## src/rtl/tibp_pkg.sv

```systemverilog
`default_nettype none

package tibp_pkg;

    // One result record as it travels from the parser to the output queue
    typedef struct packed {
        logic [2:0]  event_kind;
        logic [7:0]  out_byte;
        logic [15:0] address;
        logic [15:0] length;
        logic [1:0]  content_type;
        logic [2:0]  error_code;
    } t_result;

    // Signature text "ZXTape!"
    function automatic logic [7:0] magic_byte(input logic [2:0] idx);
        logic [7:0] v;
        unique case (idx)
            3'd0:    v = 8'h5A;
            3'd1:    v = 8'h58;
            3'd2:    v = 8'h54;
            3'd3:    v = 8'h61;
            3'd4:    v = 8'h70;
            3'd5:    v = 8'h65;
            3'd6:    v = 8'h21;
            default: v = 8'h00;
        endcase
        return v;
    endfunction

endpackage

`default_nettype wire

```

## src/rtl/tibp_front.sv

```systemverilog
`default_nettype none

module tibp_front
    import tibp_pkg::*;
(
    input  wire logic       i_clk,
    input  wire logic       i_rst_n,
    input  wire logic       i_accept,
    input  wire logic       i_req_type,
    input  wire logic [7:0] i_file_byte,
    output logic            o_push,
    output t_result         o_result
);

    // Parser phases
    localparam logic [3:0] PH_SIG     = 4'd0;
    localparam logic [3:0] PH_ID      = 4'd1;
    localparam logic [3:0] PH_PAUSE   = 4'd2;
    localparam logic [3:0] PH_LEN     = 4'd3;
    localparam logic [3:0] PH_FLAG    = 4'd4;
    localparam logic [3:0] PH_BODY    = 4'd5;
    localparam logic [3:0] PH_TEXTLEN = 4'd6;
    localparam logic [3:0] PH_TEXT    = 4'd7;
    localparam logic [3:0] PH_DONE    = 4'd8;

    // Result kinds
    localparam logic [2:0] EV_PROG   = 3'd0;
    localparam logic [2:0] EV_MEM    = 3'd1;
    localparam logic [2:0] EV_HDR    = 3'd2;
    localparam logic [2:0] EV_DATA   = 3'd3;
    localparam logic [2:0] EV_FINISH = 3'd4;
    localparam logic [2:0] EV_ERROR  = 3'd5;

    // Error codes
    localparam logic [2:0] ERR_SIG    = 3'd0;
    localparam logic [2:0] ERR_ID     = 3'd1;
    localparam logic [2:0] ERR_CSUM   = 3'd2;
    localparam logic [2:0] ERR_HLEN   = 3'd3;
    localparam logic [2:0] ERR_HTYPE  = 3'd4;
    localparam logic [2:0] ERR_FLAG   = 3'd5;
    localparam logic [2:0] ERR_TRUNC  = 3'd6;

    localparam logic [7:0]  ID_STD      = 8'h10;
    localparam logic [7:0]  ID_TEXT     = 8'h30;
    localparam logic [7:0]  FLAG_HDR    = 8'h00;
    localparam logic [7:0]  FLAG_DATA   = 8'hFF;
    localparam logic [15:0] HDR_BLK_LEN = 16'd19;  // 17 payload bytes + flag + checksum
    localparam logic [7:0]  TYPE_PROG   = 8'd0;
    localparam logic [7:0]  TYPE_CODE   = 8'd3;

    logic [3:0]  r_phase,     n_phase;
    logic [15:0] r_count,     n_count;
    logic [15:0] r_blk_len,   n_blk_len;
    logic [7:0]  r_xor,       n_xor;
    logic [7:0]  r_flag,      n_flag;
    logic [7:0]  r_p_type,    n_p_type;
    logic [15:0] r_p_len,     n_p_len;
    logic [15:0] r_p_param,   n_p_param;
    logic [1:0]  r_s_type,    n_s_type;
    logic        r_have_hdr,  n_have_hdr;
    logic [15:0] r_s_addr,    n_s_addr;
    logic [15:0] r_s_len,     n_s_len;
    logic [15:0] r_start,     n_start;

    logic [15:0] len_new;
    logic [7:0]  xor_new;
    logic [16:0] idx_plus2;
    logic        blk_last;
    logic [15:0] count_dec;
    logic [15:0] count_inc;
    logic [15:0] mem_addr;

    assign len_new   = {i_file_byte, r_blk_len[7:0]};
    assign xor_new   = r_xor ^ i_file_byte;
    assign idx_plus2 = {1'b0, r_count} + 17'd2;
    assign blk_last  = idx_plus2 >= {1'b0, r_blk_len};
    assign count_dec = r_count - 16'd1;
    assign count_inc = r_count + 16'd1;
    assign mem_addr  = r_s_addr + r_count;

    // Per-byte parse step
    always_comb begin
        n_phase    = r_phase;
        n_count    = r_count;
        n_blk_len  = r_blk_len;
        n_xor      = r_xor;
        n_flag     = r_flag;
        n_p_type   = r_p_type;
        n_p_len    = r_p_len;
        n_p_param  = r_p_param;
        n_s_type   = r_s_type;
        n_have_hdr = r_have_hdr;
        n_s_addr   = r_s_addr;
        n_s_len    = r_s_len;
        n_start    = r_start;
        o_push     = 1'b0;
        o_result   = '0;

        if (i_accept && (r_phase != PH_DONE)) begin
            if (i_req_type) begin
                // end of input: clean only at a block boundary
                o_push  = 1'b1;
                n_phase = PH_DONE;
                if (r_phase == PH_ID) begin
                    o_result.event_kind = EV_FINISH;
                    o_result.address    = r_start;
                end else begin
                    o_result.event_kind = EV_ERROR;
                    o_result.error_code = ERR_TRUNC;
                end
            end else begin
                unique case (r_phase)
                    PH_SIG: begin
                        if ((r_count < 16'd7) && (i_file_byte != magic_byte(r_count[2:0]))) begin
                            o_push              = 1'b1;
                            n_phase             = PH_DONE;
                            o_result.event_kind = EV_ERROR;
                            o_result.error_code = ERR_SIG;
                        end else if (count_inc >= 16'd10) begin
                            n_count = '0;
                            n_phase = PH_ID;
                        end else begin
                            n_count = count_inc;
                        end
                    end
                    PH_ID: begin
                        n_count = '0;
                        if (i_file_byte == ID_STD) begin
                            n_phase = PH_PAUSE;
                        end else if (i_file_byte == ID_TEXT) begin
                            n_phase = PH_TEXTLEN;
                        end else begin
                            o_push              = 1'b1;
                            n_phase             = PH_DONE;
                            o_result.event_kind = EV_ERROR;
                            o_result.error_code = ERR_ID;
                        end
                    end
                    PH_PAUSE: begin
                        if (r_count != 16'd0) begin
                            n_count = '0;
                            n_phase = PH_LEN;
                        end else begin
                            n_count = count_inc;
                        end
                    end
                    PH_LEN: begin
                        if (r_count == 16'd0) begin
                            n_blk_len = {8'd0, i_file_byte};
                            n_count   = 16'd1;
                        end else begin
                            n_blk_len = len_new;
                            n_count   = '0;
                            if (len_new < 16'd2) begin
                                o_push              = 1'b1;
                                n_phase             = PH_DONE;
                                o_result.event_kind = EV_ERROR;
                                o_result.error_code = ERR_TRUNC;
                            end else begin
                                n_phase = PH_FLAG;
                            end
                        end
                    end
                    PH_FLAG: begin
                        n_flag    = i_file_byte;
                        n_xor     = i_file_byte;
                        n_p_type  = '0;
                        n_p_len   = '0;
                        n_p_param = '0;
                        n_count   = '0;
                        n_phase   = PH_BODY;
                    end
                    PH_BODY: begin
                        n_xor = xor_new;
                        if (blk_last) begin
                            // checksum byte: judge the block
                            o_push  = 1'b1;
                            n_phase = PH_ID;
                            if (xor_new != 8'd0) begin
                                n_phase             = PH_DONE;
                                o_result.event_kind = EV_ERROR;
                                o_result.error_code = ERR_CSUM;
                            end else if (r_flag == FLAG_HDR) begin
                                if (r_blk_len != HDR_BLK_LEN) begin
                                    n_phase             = PH_DONE;
                                    o_result.event_kind = EV_ERROR;
                                    o_result.error_code = ERR_HLEN;
                                end else if ((r_p_type != TYPE_PROG)
                                             && (r_p_type != TYPE_CODE)) begin
                                    n_phase             = PH_DONE;
                                    o_result.event_kind = EV_ERROR;
                                    o_result.error_code = ERR_HTYPE;
                                end else begin
                                    if (r_p_type == TYPE_PROG) begin
                                        n_start = r_p_param;
                                    end
                                    n_s_type              = r_p_type[1:0];
                                    n_s_addr              = r_p_param;
                                    n_s_len               = r_p_len;
                                    n_have_hdr            = 1'b1;
                                    o_result.event_kind   = EV_HDR;
                                    o_result.address      = r_p_param;
                                    o_result.length       = r_p_len;
                                    o_result.content_type = r_p_type[1:0];
                                end
                            end else if (r_flag != FLAG_DATA) begin
                                n_phase             = PH_DONE;
                                o_result.event_kind = EV_ERROR;
                                o_result.error_code = ERR_FLAG;
                            end else begin
                                o_result.event_kind = EV_DATA;
                            end
                        end else begin
                            n_count = count_inc;
                            if (r_flag == FLAG_HDR) begin
                                // capture type, length and param1
                                if (r_count == 16'd0)  n_p_type         = i_file_byte;
                                if (r_count == 16'd11) n_p_len[7:0]     = i_file_byte;
                                if (r_count == 16'd12) n_p_len[15:8]    = i_file_byte;
                                if (r_count == 16'd13) n_p_param[7:0]   = i_file_byte;
                                if (r_count == 16'd14) n_p_param[15:8]  = i_file_byte;
                            end else if ((r_flag == FLAG_DATA) && r_have_hdr) begin
                                if (r_s_type == TYPE_PROG[1:0]) begin
                                    o_push              = 1'b1;
                                    o_result.event_kind = EV_PROG;
                                    o_result.out_byte   = i_file_byte;
                                end else if ((r_s_type == TYPE_CODE[1:0])
                                             && (r_count < r_s_len)) begin
                                    o_push              = 1'b1;
                                    o_result.event_kind = EV_MEM;
                                    o_result.out_byte   = i_file_byte;
                                    o_result.address    = mem_addr;
                                end
                            end
                        end
                    end
                    PH_TEXTLEN: begin
                        n_count = {8'd0, i_file_byte};
                        n_phase = (i_file_byte == 8'd0) ? PH_ID : PH_TEXT;
                    end
                    PH_TEXT: begin
                        n_count = count_dec;
                        if (count_dec == 16'd0) begin
                            n_phase = PH_ID;
                        end
                    end
                    default: begin
                        n_phase = r_phase;
                    end
                endcase
            end
        end
    end

    // State registers
    always_ff @(posedge i_clk) begin
        if (!i_rst_n) begin
            r_phase    <= PH_SIG;
            r_count    <= '0;
            r_blk_len  <= '0;
            r_xor      <= '0;
            r_flag     <= '0;
            r_p_type   <= '0;
            r_p_len    <= '0;
            r_p_param  <= '0;
            r_s_type   <= '0;
            r_have_hdr <= 1'b0;
            r_s_addr   <= '0;
            r_s_len    <= '0;
            r_start    <= '0;
        end else begin
            r_phase    <= n_phase;
            r_count    <= n_count;
            r_blk_len  <= n_blk_len;
            r_xor      <= n_xor;
            r_flag     <= n_flag;
            r_p_type   <= n_p_type;
            r_p_len    <= n_p_len;
            r_p_param  <= n_p_param;
            r_s_type   <= n_s_type;
            r_have_hdr <= n_have_hdr;
            r_s_addr   <= n_s_addr;
            r_s_len    <= n_s_len;
            r_start    <= n_start;
        end
    end

endmodule

`default_nettype wire

```

## src/rtl/tibp_queue.sv

```systemverilog
`default_nettype none

module tibp_queue
    import tibp_pkg::*;
#(
    parameter int DEPTH = 2
) (
    input  wire logic    i_clk,
    input  wire logic    i_rst_n,
    input  wire logic    i_push,
    input  t_result      i_data,
    output logic         o_full,
    output logic         o_valid,
    input  wire logic    i_ready,
    output t_result      o_data
);

    localparam int AW = (DEPTH > 1) ? $clog2(DEPTH) : 1;
    localparam int CW = $clog2(DEPTH + 1);
    localparam logic [AW-1:0] LAST = AW'(DEPTH - 1);

    t_result         r_mem [DEPTH];
    logic [AW-1:0]   r_wr, r_rd;
    logic [CW-1:0]   r_cnt;
    logic            pop;

    assign o_full  = (r_cnt == CW'(DEPTH));
    assign o_valid = (r_cnt != '0);
    assign o_data  = r_mem[r_rd];
    assign pop     = o_valid && i_ready;

    // Entry storage
    always_ff @(posedge i_clk) begin
        if (i_push) begin
            r_mem[r_wr] <= i_data;
        end
    end

    // Pointers and fill count
    always_ff @(posedge i_clk) begin
        if (!i_rst_n) begin
            r_wr  <= '0;
            r_rd  <= '0;
            r_cnt <= '0;
        end else begin
            if (i_push) begin
                r_wr <= (r_wr == LAST) ? '0 : r_wr + AW'(1);
            end
            if (pop) begin
                r_rd <= (r_rd == LAST) ? '0 : r_rd + AW'(1);
            end
            if (i_push && !pop) begin
                r_cnt <= r_cnt + CW'(1);
            end else if (pop && !i_push) begin
                r_cnt <= r_cnt - CW'(1);
            end
        end
    end

endmodule

`default_nettype wire

```

## src/rtl/tape_image_block_parser.sv

```systemverilog
// Results: each result is registered in the result queue before it reaches the outputs.
// Throughput: one byte per cycle; the parser steps once per accepted byte, and input
// stalls only when the result queue (QUEUE_DEPTH entries) is full.
// Reset: synchronous, active low; parser returns to the signature phase, queue empties.
`default_nettype none

module tape_image_block_parser
    import tibp_pkg::*;
#(
    parameter int QUEUE_DEPTH = 2
) (
    input  wire logic        i_clk,
    input  wire logic        i_rst_n,
    input  wire logic        i_valid,
    output logic             o_ready,
    input  wire logic        i_req_type,
    input  wire logic [7:0]  i_file_byte,
    output logic             o_valid,
    input  wire logic        i_ready,
    output logic [2:0]       o_event_kind,
    output logic [7:0]       o_out_byte,
    output logic [15:0]      o_address,
    output logic [15:0]      o_length,
    output logic [1:0]       o_content_type,
    output logic [2:0]       o_error_code
);

    logic    accept;
    logic    push;
    logic    full;
    t_result front_res;
    t_result back_res;

    assign o_ready = !full;
    assign accept  = i_valid && o_ready;

    // Front: parse and classify each byte
    tibp_front u_front (
        .i_clk       (i_clk),
        .i_rst_n     (i_rst_n),
        .i_accept    (accept),
        .i_req_type  (i_req_type),
        .i_file_byte (i_file_byte),
        .o_push      (push),
        .o_result    (front_res)
    );

    // Back: result queue toward the consumer
    tibp_queue #(
        .DEPTH (QUEUE_DEPTH)
    ) u_queue (
        .i_clk   (i_clk),
        .i_rst_n (i_rst_n),
        .i_push  (push),
        .i_data  (front_res),
        .o_full  (full),
        .o_valid (o_valid),
        .i_ready (i_ready),
        .o_data  (back_res)
    );

    assign o_event_kind   = back_res.event_kind;
    assign o_out_byte     = back_res.out_byte;
    assign o_address      = back_res.address;
    assign o_length       = back_res.length;
    assign o_content_type = back_res.content_type;
    assign o_error_code   = back_res.error_code;

endmodule

`default_nettype wire
```

## config.mk

```make
export PLATFORM = sky130hd
export DESIGN_NAME = tape_image_block_parser
export DESIGN_NICKNAME = d
export VERILOG_FILES = /design/src/rtl/tibp_pkg.sv /design/src/rtl/tibp_front.sv /design/src/rtl/tibp_queue.sv /design/src/rtl/tape_image_block_parser.sv
export SDC_FILE = /design/constraint.sdc
export NUM_CORES = 1
export LEC_CHECK = 0
export ABC_CLOCK_PERIOD_IN_PS = 16500
export BUFFER_PORTS_ARGS = -buffer_cell sky130_fd_sc_hd__buf_2
export CAP_MARGIN = 20
export CELL_PAD_IN_SITES_DETAIL_PLACEMENT = 1
export CELL_PAD_IN_SITES_GLOBAL_PLACEMENT = 2
export CORE_UTILIZATION = 43
export CTS_CLUSTER_DIAMETER = 200
export DETAILED_ROUTE_END_ITERATION = 8
export GPL_TIMING_DRIVEN = 1
export PLACE_DENSITY_LB_ADDON = 0.12
export SYNTH_ARGS = -nofsm -noshare
export SYNTH_HDL_FRONTEND = slang
export SYNTH_SLANG_ARGS = --single-unit
```

## constraint.sdc

```tcl
create_clock -name i_clk -period 16.5 [get_ports i_clk]
set_input_delay 2.475 -clock i_clk [delete_from_list [all_inputs] [get_ports i_clk]]
set_output_delay 2.475 -clock i_clk [all_outputs]
set_load 0.01 [all_outputs]
```

Word level (Yosys, flattened, before mapping)
Memory sizes are Yosys's and may differ from the RTL's. A register that Yosys moved wholly into a read port is not among the register bits.
Index checks and enable logic that the tools add are counted.
{ "totals": {"register_bits": 147, "memories": 1, "output_inout_bits": 50, "input_bits": 13, "elab_cells": 228, "mem_bits_rw": 96} }
{ "mem_list": {"columns": ["memory", "depth", "word_bits", "rd", "rd_ports_with_merged_regs", "wr", "line_no", "rtl"], "rows": [
  ["u_queue.r_mem", 2, 48, 1, 1, 1, "tibp_queue.sv:22", "t_result r_mem [DEPTH];"]
]} }
{ "classes": {"mux": 108, "reduce_logical": 42, "n_lt_le_gt_ge": 5, "addsub": 8, "n_eq_ne": 40, "bitwise": 5} }
{ "op_table": {"columns": ["operator", "n"], "rows": [
  ["16-bit two-way mux", 13],
  ["34-bit two-way mux", 4],
  ["16-bit one-hot mux with 7 select lines", 1],
  ["8-bit two-way mux", 12],
  ["3-bit two-way mux", 23],
  ["16-bit by 4-bit equality test with 1-bit output, second input constant", 4],
  ["16-bit one-hot mux with 2 select lines", 2],
  ["4-bit two-way mux", 15],
  ["27-bit two-way mux", 2],
  ["7-bit one-hot mux with 7 select lines", 1],
  ["48-bit two-way mux", 1],
  ["42-bit two-way mux", 1],
  ["16-bit zero test", 2],
  ["4-bit one-hot mux with 8 select lines", 1],
  ["8-bit one-hot mux with 2 select lines", 2],
  ["6-bit AND reduction", 5],
  ["25-bit two-way mux", 1],
  ["8-bit zero test", 3],
  ["1-bit two-way mux", 21],
  ["21-bit two-way mux", 1],
  ["18-bit two-way mux", 1],
  ["16-bit by 2-bit adder with 17-bit output, second input constant", 1],
  ["17-bit by 16-bit >= comparator with 1-bit output", 1],
  ["16-bit by 1-bit adder with 16-bit output, second input constant", 1],
  ["other kinds (53)", 89]
]} }

Longest topological paths before layout
Gate-level depths: netlist of run 1.
{ "depth": {"depth_word": 15, "ltp_mapped": 18, "ltp_nobuf": 17} }

By module
Synthesis of run 1 repeated with hierarchy kept, for this count alone.
{ "hier_totals": {"hier_cells": 1370, "area_unflattened_um2": 13536.7} }
{ "modules_own_cells": {"columns": ["module", "n_inst", "area_each_um2", "cells_per_inst", "seq_area_each_um2"], "rows": [
  ["tibp_front", 1, 9843.2, 1197, 2862.7],
  ["tibp_queue", 1, 3683.5, 171, 2982.9],
  ["tape_image_block_parser", 1, 10.0, 2, 0.0]
]} }

Worst setup path after synthesis of run 1
No wires, ideal clock.
{ "synth_timing": {"kind": "input to register", "startpoint": "input port i_file_byte[0]", "endpoint": "memory u_queue.r_mem[0][0] (netlist name), enable pin", "required_time_ns": 15.974, "setup_time_ns": 0.526, "arrival_ns": 7.559, "slack_ns": 8.415, "stages": 8, "path_buffers": 1, "path_cell_list": "buf_2 > or4_1 > nor4_1 > and4bb_2 > a31o_1 > or3_4 > nor2_1 > a211oi_1"} }
{ "synth_via": {"elab_chain_cells": 8, "word_cells_on_any_way": 15, "classes_between": "1 x order compare; 3 x eq/ne; 10 x mux; 1 x reduce/logical"} }
{ "synth_lines": {"columns": ["item", "line_no", "rtl"], "rows": [
  ["start, declared", "tape_image_block_parser.sv:17", "input wire logic [7:0] i_file_byte,"],
  ["16-bit by 2-bit < comparator with 1-bit output (tied with other cells)", "tibp_front.sv:154", "if (len_new < 16'd2) begin"],
  ["1-bit two-way mux (tied with other cells)", "tibp_front.sv:154", null],
  ["1-bit two-way mux, on equally long branches", "tibp_front.sv:148, tibp_front.sv:114, tibp_front.sv:128", null],
  ["1-bit one-hot mux with 4 select lines *", "tibp_front.sv:112", "unique case (r_phase)"],
  ["1-bit two-way mux *", "tibp_front.sv:100", "if (i_req_type) begin"],
  ["1-bit two-way mux *", "tibp_front.sv:99", "if (i_accept && (r_phase != PH_DONE)) begin"],
  ["1-bit two-way mux *", "tibp_queue.sv:34", "if (i_push) begin"],
  ["1-bit two-way mux (not written as such) *", "tibp_queue.sv:35", "r_mem[r_wr] <= i_data;"],
  ["end, declared", "tibp_queue.sv:22", null]
]} }
Mark *: on every way between the ends. The rest lies on a longest branch, timed or not.

Final worst setup path of run 1
{ "layout_timing": {"startpoint": "input port i_file_byte[4]", "endpoint": "register u_queue.r_cnt[1]"} }
{ "layout_via": {"elab_chain_cells": 9, "word_cells_on_any_way": 18, "classes_between": "1 x order compare; 3 x eq/ne; 9 x mux; 5 x reduce/logical"} }
{ "layout_lines": {"columns": ["item", "line_no", "rtl"], "rows": [
  ["16-bit by 2-bit < comparator with 1-bit output (tied with other cells)", "tibp_front.sv:154", null],
  ["1-bit two-way mux (tied with other cells)", "tibp_front.sv:154", null],
  ["1-bit two-way mux, on equally long branches", "tibp_front.sv:148, tibp_front.sv:114, tibp_front.sv:128", null],
  ["1-bit one-hot mux with 4 select lines *", "tibp_front.sv:112", null],
  ["1-bit two-way mux *", "tibp_front.sv:100", null],
  ["1-bit two-way mux *", "tibp_front.sv:99", null],
  ["net push", "tape_image_block_parser.sv:29", "logic push;"],
  ["1-bit zero test", "tibp_queue.sv:54", "end else if (pop && !i_push) begin"],
  ["1-bit logical AND", "tibp_queue.sv:54", null],
  ["2-bit nonzero test (no line)", null, null],
  ["end signal, assigned", "tibp_queue.sv:53", "r_cnt <= r_cnt + CW'(1);"],
  ["end signal, assigned", "tibp_queue.sv:55", "r_cnt <= r_cnt - CW'(1);"],
  ["end, declared", "tibp_queue.sv:24", "logic [CW-1:0] r_cnt;"]
]} }
Mark *: on every way through the listed nets, which the timed path passes. The rest lies on a longest branch.
A chain may end at the register's enable or synchronous reset.

==> results of run 1 <==
## layout make-up
type,count,share of cell area
inverters,62,0.0154
multi-input cells,1061,0.469
well taps,396,0.0326
flip-flops and latches,244,0.385
clock inverters,19,0.0146
clock buffers,33,0.0494
repair buffers,87,0.0335
## logic make-up (layout without fill, tap and decap cells)
group                      after synthesis  after routing  synth area share
and+or+nand+nor                        522            522             0.192
muxes                                  102            102            0.0795
DFF                                    244            244             0.430
xor gates and xnor gates                47             47            0.0303
AOI/OAI and AO/OA                      332            332             0.165
adders and majority gates               58             58            0.0539
buffers and inverters                  166            201            0.0491
## critical path, stage by stage
cell and delay, ps:
buf_2 430, nor2b_1 200, a221oi_1 110, nor4_1 500, a311oi_2 250, or3_4 450
nor2_1 350, a21oi_1 140, ha_1 370, or3_1 370, a21oi_1 160
## sequential cells by signal, summed over array words and instances (netlist names), named ones only
signal / count
u_front.r_s_type: 2
u_queue.r_cnt: 2
u_queue.r_wr: 1
u_front.r_p_param: 16
u_front.r_xor: 8
u_front.r_flag: 8
u_queue.r_rd: 1
u_front.r_phase: 4
u_front.r_s_addr: 16
u_front.r_p_type: 8
u_front.r_s_len: 16
u_front.r_count: 16
u_front.r_blk_len: 16
u_queue.r_mem: 96
u_front.r_start: 16
u_front.r_have_hdr: 1
u_front.r_p_len: 16
## layout by cell type (no fill, tap or decap), types with 7 or more instances in the layout
cell       synthesis  layout
o21a_1             7       7
nor4_1            10      10
buf_2             21      63
nand2b_1          12      12
xnor2_1           29      29
a2bb2oi_1         25      25
nand2_1          167     167
edfxtp_1          96      96
o21ai_0           49      49
a21oi_1          113     113
and3_1             9       9
dfxtp_1          148     147
mux2_2            48      48
clkbuf_16          0      28
and2_1            10      10
o211ai_1          20      20
nor3_1            35      35
or3_1              8       8
ha_1              57      57
mux2i_1           54      54
a22oi_1           10      10
a211o_1            7       7
xor2_1            18      18
and4_1             8       8
nand4_1           45      45
nor2_1           101     100
buf_4              1      23
nand3_1           76      75
a21o_1            12      12
a31oi_1            9       9
inv_1             61      60
## power groups by stage
stage          clock, µW  sequential (µW)  combinational, µW
2_1_floorplan          0              719                284
3_3_place_gp           0              739                387
3_5_place_dp           0              744                396
4_1_cts              665              732                399
5_1_grt              692              725                442
6_report             652              719                411
## worst max path at each step
stage | start | endpoint | slack (ps)
6_report | i_file_byte[4] | u_queue.r_cnt[1] | 11140
5_1_grt | i_file_byte[4] | u_queue.r_cnt[1] | 10960
4_1_cts | i_file_byte[4] | u_queue.r_cnt[1] | 11170
3_5_place_dp | i_file_byte[4] | u_queue.r_cnt[1] | 10610
3_3_place_gp | i_file_byte[4] | u_queue.r_cnt[1] | 10750
2_1_floorplan | i_file_byte[0] | u_queue.r_mem[0][0] | 8420
## metal layers
layer	up-vias	share of wire	GRT usage
met5	-	0	0
met4	0	0.027	0.0855
met3	79	0.045	0.0389
met2	237	0.49	0.460
met1	5669	0.44	0.346
li1	5416	-	-
## stage by stage
step	utilization	hold slack [ps]	area [µm²]	setup WS, ps	cells
after global placement	0.460	441	14200	10750	1848
final	0.492	457	15200	11140	1902
after floorplan	-	432	13600	8420	1471
after global routing	0.492	472	15200	10960	1902
after detailed placement	0.460	447	14200	10610	1848
after CTS	0.492	456	15200	11170	1900
==> out/results.txt, run 1 <==
Final worst path period need = 5360 ps
Die X = 180 µm
H-Tree Depth = 1
Flop pwr share = 0.403
Fill cells = 3,504
Avg Cell Area, Syn = 9.24 µm²
CTS max path bufs = 3
DP Wirelength = 29,100 µm
Vias in the first global route = 12,000
Clk_lat worst skew = 560 ps
Worst Skew = 9.83 ps
Synthesized net count = 1,542
Failing checks = design-rule violations
GRT Overall Usage = 0.268
Synth top area share = 0.218
Final Hold Fails = 0
Post-synth EDFFs = 96
Worst Hold Depth = 2
Power, Total = 1780 µW
Hold Buf Count CTS = 0
Critical Path Sink Type = flip-flop
Post-CTS setup buffers = 0
Area of the multi-input gates = 7130 µm²
Max-slew violations = 0
Avg WL per Cell = 22.8 µm
Required time of the worst setup path = 16,960 ps
Maximum fanout along the worst path = 20
Reg clk slew, reported paths = 60 ps
Max-Cap Viols = 0
Switch share = 0.307
Internal power = 1240 µW
Logic pwr share = 0.231
Lkg Pwr = 0.00558 µW
First DRT Iteration DRCs = 846
Clock power share = 0.366
Sw Pwr = 548 µW
Main flop type after synthesis = dfxtp_1
ANT nets after route = 0
CORE AREA = 30,800 µm²
Post-CTS Resized = 0
Port bufs = 62
Register area share after synthesis = 0.430
HP Class = reg2reg
R2R Setup Slk = 11,320 ps
Via count = 11,400
Setup violators final = 0
RSZ-0062 raised after global routing = false
CTS tree = built
Kind of critical path = in2reg
Hold path endpoint = u_front.r_blk_len[11]
CTS buffer count = 28
Top post-synthesis cells by area = dfxtp_1 (22%), edfxtp_1 (21%), ha_1 (5.2%), nand2_1 (4.6%), a21oi_1 (4.2%)
Top-count cell post-synth = nand2_1
Root Buffer = clkbuf_16
Final nets = 1,555
Total Wirelength = 43,400 µm
Crit path launch type = primary input
Pin count of the biggest net entering global routing = 77
Sequential cell area = 5850 µm²
Fin crit share = 0.325
Die area = 32,300 µm²
Clk sinks = 244
Synthesized instance count = 1,471
Ys async rst share = 0
Initial antenna violation count = 2
Antenna diode count = 0
Fmax = 0.187 GHz
Reg2Reg Depth = 16
R2R Path Start = u_front.r_count[2]
First-pass GRT wire length = 68,400 µm
Slew margin rel. = 0.346
Syn Std Cell Area = 13,600 µm²
Area grow syn2layout = 11.7%
TritonRoute pass-1 iters = 7
RD Place Congestion = 0.868
Synth Register Bits = 244
Worst r2r dst = u_queue.r_cnt[1]
Worst slew pin tran = 978 ps
Vias/cell = 5.99
Synth top cells by count = nand2_1 (167), dfxtp_1 (148), a21oi_1 (113)
Total gr overflow = 0
YS warnings = 0
Status = finished, violations left
Cell Pwr Density = 117 nW/µm²
Die height = 180 µm
Ports = 63
Peak VDD IR = 0.0729 mV
Drt drc = 7
# rows = 64
TNS Setup = 0 ps
Leading area contributor after synthesis = dfxtp_1
Starting Density = 0.441
Layout cell share with drive strength beyond 1 = 0.143
Hold_sp = u_front.r_blk_len[11]
Cell variety after synth = 93
WP data arrival = 5820 ps
Note: power is estimated with default switching activity, not from simulation.
==> run 2, diff against run 1 <==
ABC_AREA = 1   (was not set)
ABC_CLOCK_PERIOD_IN_PS = 5200   (was 16500)
CORE_UTILIZATION = 37   (was 43)
clock period = 5.2 ns   (was 16.5 ns; I/O delays follow)
==> out/results.txt, run 2 <==
Total Wirelength = 46,200 µm
Top post-synthesis cells by area = dfxtp_1 (21%), edfxtp_1 (21%), nand2_1 (9.4%), nor2_1 (7.1%), inv_1 (5.9%)
Fin crit share = 0.854
Hold Buf Count CTS = 0
Area grow syn2layout = 12.5%
Crit path from = u_front.r_count[1]
Final Hold Fails = 0
Area of the multi-input gates = 6890 µm²
Leading area contributor after synthesis = dfxtp_1
Fmax = 0.225 GHz
TritonRoute pass-1 iters = 5
Total gr overflow = 0
Critical path's slowest cell = dfxtp_1
Synth top area share = 0.212
Slew margin rel. = 0.323
CTS tree = built
Vias in the first global route = 12,600
Setup violators final = 0
Reg2Reg Depth = 16
Worst Slack Setup Final = 760 ps
Worst r2r dst = u_queue.r_mem[1][27]
Crit path launch type = flip-flop
Synthesized net count = 1,871
Via count = 12,000
R2R Path Start = u_front.r_count[1]
Clk sinks = 244
RSZ-0062 raised after global routing = false
Max-Cap Viols = 0
YS warnings = 0
Synth Register Bits = 244
Lkg Pwr = 0.00678 µW
Highest-count cells in the layout ignoring fill and taps = nand2_1 (351), nor2_1 (261), inv_1 (220)
Commonest non-fill, non-tap cell in the layout = nand2_1
Max reg flops = 96
Pin count of the biggest net entering global routing = 71
Top-count cell post-synth = nand2_1
Port bufs = 62
Critical Path Sink Type = flip-flop
WP data arrival = 4690 ps
Final nets = 1,904
Worst Skew = 11.2 ps
Cell Pwr Density = 511 nW/µm²
Avg WL per Cell = 19.6 µm
Post-place setup slack = 661 ps
Cell variety after synth = 57
First DRT Iteration DRCs = 470
First-pass GRT wire length = 72,300 µm
Drt drc = 0
Avg Cell Area, Syn = 7.77 µm²
Crit path top cell by count = nand3_1
Required time of the worst setup path = 5450 ps
RD Place Congestion = 0.905
Ys async rst share = 0
DP Wirelength = 34,300 µm
Synth top cells by count = nand2_1 (351), nor2_1 (263), inv_1 (221)
Fill cells = 4,497
GRT Overall Usage = 0.244
Sequential cell area = 5850 µm²
Status = finished, final reports clean
Antenna diode count = 0
Initial antenna violation count = 0
Die height = 196 µm
ANT nets after route = 0
Register with the most flip-flops = u_queue.r_mem
Root Buffer = clkbuf_16
CTS max path bufs = 3
CTS buffer count = 28
HP Class = reg2reg
Levels on crit path = 16
Kind of critical path = reg2reg
TNS Setup = 0 ps
Clk_lat worst skew = 580 ps
Post-CTS Resized = 0
Largest delay share family, worst path = simple AND/OR/NAND/NOR gates
Main flop type after synthesis = dfxtp_1
Worst Hold Depth = 2
Starting Density = 0.379
Crit path largest cell delay = 640 ps
H-Tree Depth = 1
Peak VDD IR = 0.274 mV
Maximum fanout along the worst path = 20
Layout cell share with drive strength beyond 1 = 0.131
Worst path bufs/invs = 4
Worst slew pin tran = 1010 ps
Final worst path period need = 4440 ps
Die X = 196 µm
R2R Setup Slk = 760 ps
CORE AREA = 36,900 µm²
Register area share after synthesis = 0.418
Crit-path cells = ha_1 -> inv_1 -> nor2_2 -> nand2_1 -> nor2_1 -> xor2_1 -> ha_1 -> inv_1 -> nor4_1 -> nand3_1 -> nand3_4 -> nand2_8 -> nand3_1 -> nand3_1 -> inv_2 -> buf_4
Post-synth EDFFs = 96
Max-slew violations = 0
Vias/cell = 5.11
# rows = 70
Ports = 63
Synthesized instance count = 1,800
Die area = 38,600 µm²
Reg clk slew, reported paths = 70 ps
CP Capture Point = u_queue.r_mem[1][27]
Syn Std Cell Area = 14,000 µm²
Post-CTS setup buffers = 0
run 2: cell types whose count changed after synthesis, moves of 25 or more:
cell       previous run  this run
clkbuf_1             74        36
nand2_1             167       351
inv_1                61       221
mux2i_1              54         0
a2bb2oi_1            25         0
nor2_1              101       263
nand3_1              76       101
o21ai_0              49        90
run 2: per-stage QoR:
step | util | cells | instance area, µm² | hold WS [ps] | power, µW
after floorplan | - | 1800 | 14000 | 427 | 4840
after global placement | 0.398 | 2306 | 14700 | 436 | 5790
after detailed placement | 0.398 | 2307 | 14700 | 450 | 5860
after CTS | 0.427 | 2359 | 15700 | 459 | 8130
after global routing | 0.427 | 2359 | 15700 | 480 | 8590
final | 0.427 | 2359 | 15700 | 456 | 8040
run 2: tightest hold or removal path, cell delays in order (launching register included):
cell and delay [ps]:
dfxtp_1 310, inv_1 50, a21oi_1 50
run 2: where the power goes:
group	internal (µW)	switching (µW)	total, µW
Sequential	2320	226	2540
Clock	1380	846	2230
Combinational	1090	2180	3270
Total	4790	3250	8040
run 2: logic make-up (layout without fill, tap and decap cells):
group | count (synthesis) | in the layout | synth area share
and+or+nand+nor | 818 | 818 | 0.258
buffers and inverters | 306 | 361 | 0.0896
AOI/OAI and AO/OA | 281 | 281 | 0.115
DFF | 244 | 244 | 0.418
adders and majority gates | 58 | 58 | 0.0525
muxes | 48 | 48 | 0.0387
xor gates and xnor gates | 45 | 45 | 0.0282
run 2: layout make-up:
class                   instances  area share
multi-input cells            1250       0.438
clock buffers                  36      0.0484
flip-flops and latches        244       0.372
inverters                     232      0.0555
well taps                     504      0.0401
repair buffers                 77      0.0285
clock inverters                16      0.0177
run 2: how the worst min path moves through the flow:
| stage | from | endpoint | slack, ps |
|---|---|---|---|
| 2_1_floorplan | u_front.r_s_addr[0] | u_front.r_s_addr[0] | 430 |
| 3_3_place_gp | u_front.r_s_addr[11] | u_front.r_s_addr[11] | 440 |
| 3_5_place_dp | u_front.r_s_addr[12] | u_front.r_s_addr[12] | 450 |
| 4_1_cts | u_front.r_s_addr[13] | u_front.r_s_addr[13] | 460 |
| 5_1_grt | u_front.r_s_addr[0] | u_front.r_s_addr[0] | 480 |
| 6_report | u_front.r_s_addr[11] | u_front.r_s_addr[11] | 460 |
run 2: layer usage:
| metal | up-vias | part of all wire | track usage | routed length [µm] |
|---|---|---|---|---|
| met2 | 156 | 0.49 | 0.435 | 22700 |
| met3 | 66 | 0.032 | 0.0335 | 1480 |
| met4 | 0 | 0.025 | 0.0628 | 1150 |
| met1 | 5832 | 0.45 | 0.309 | 20800 |
| li1 | 5994 | - | - | - |
| met5 | - | 0 | 0 | 0 |
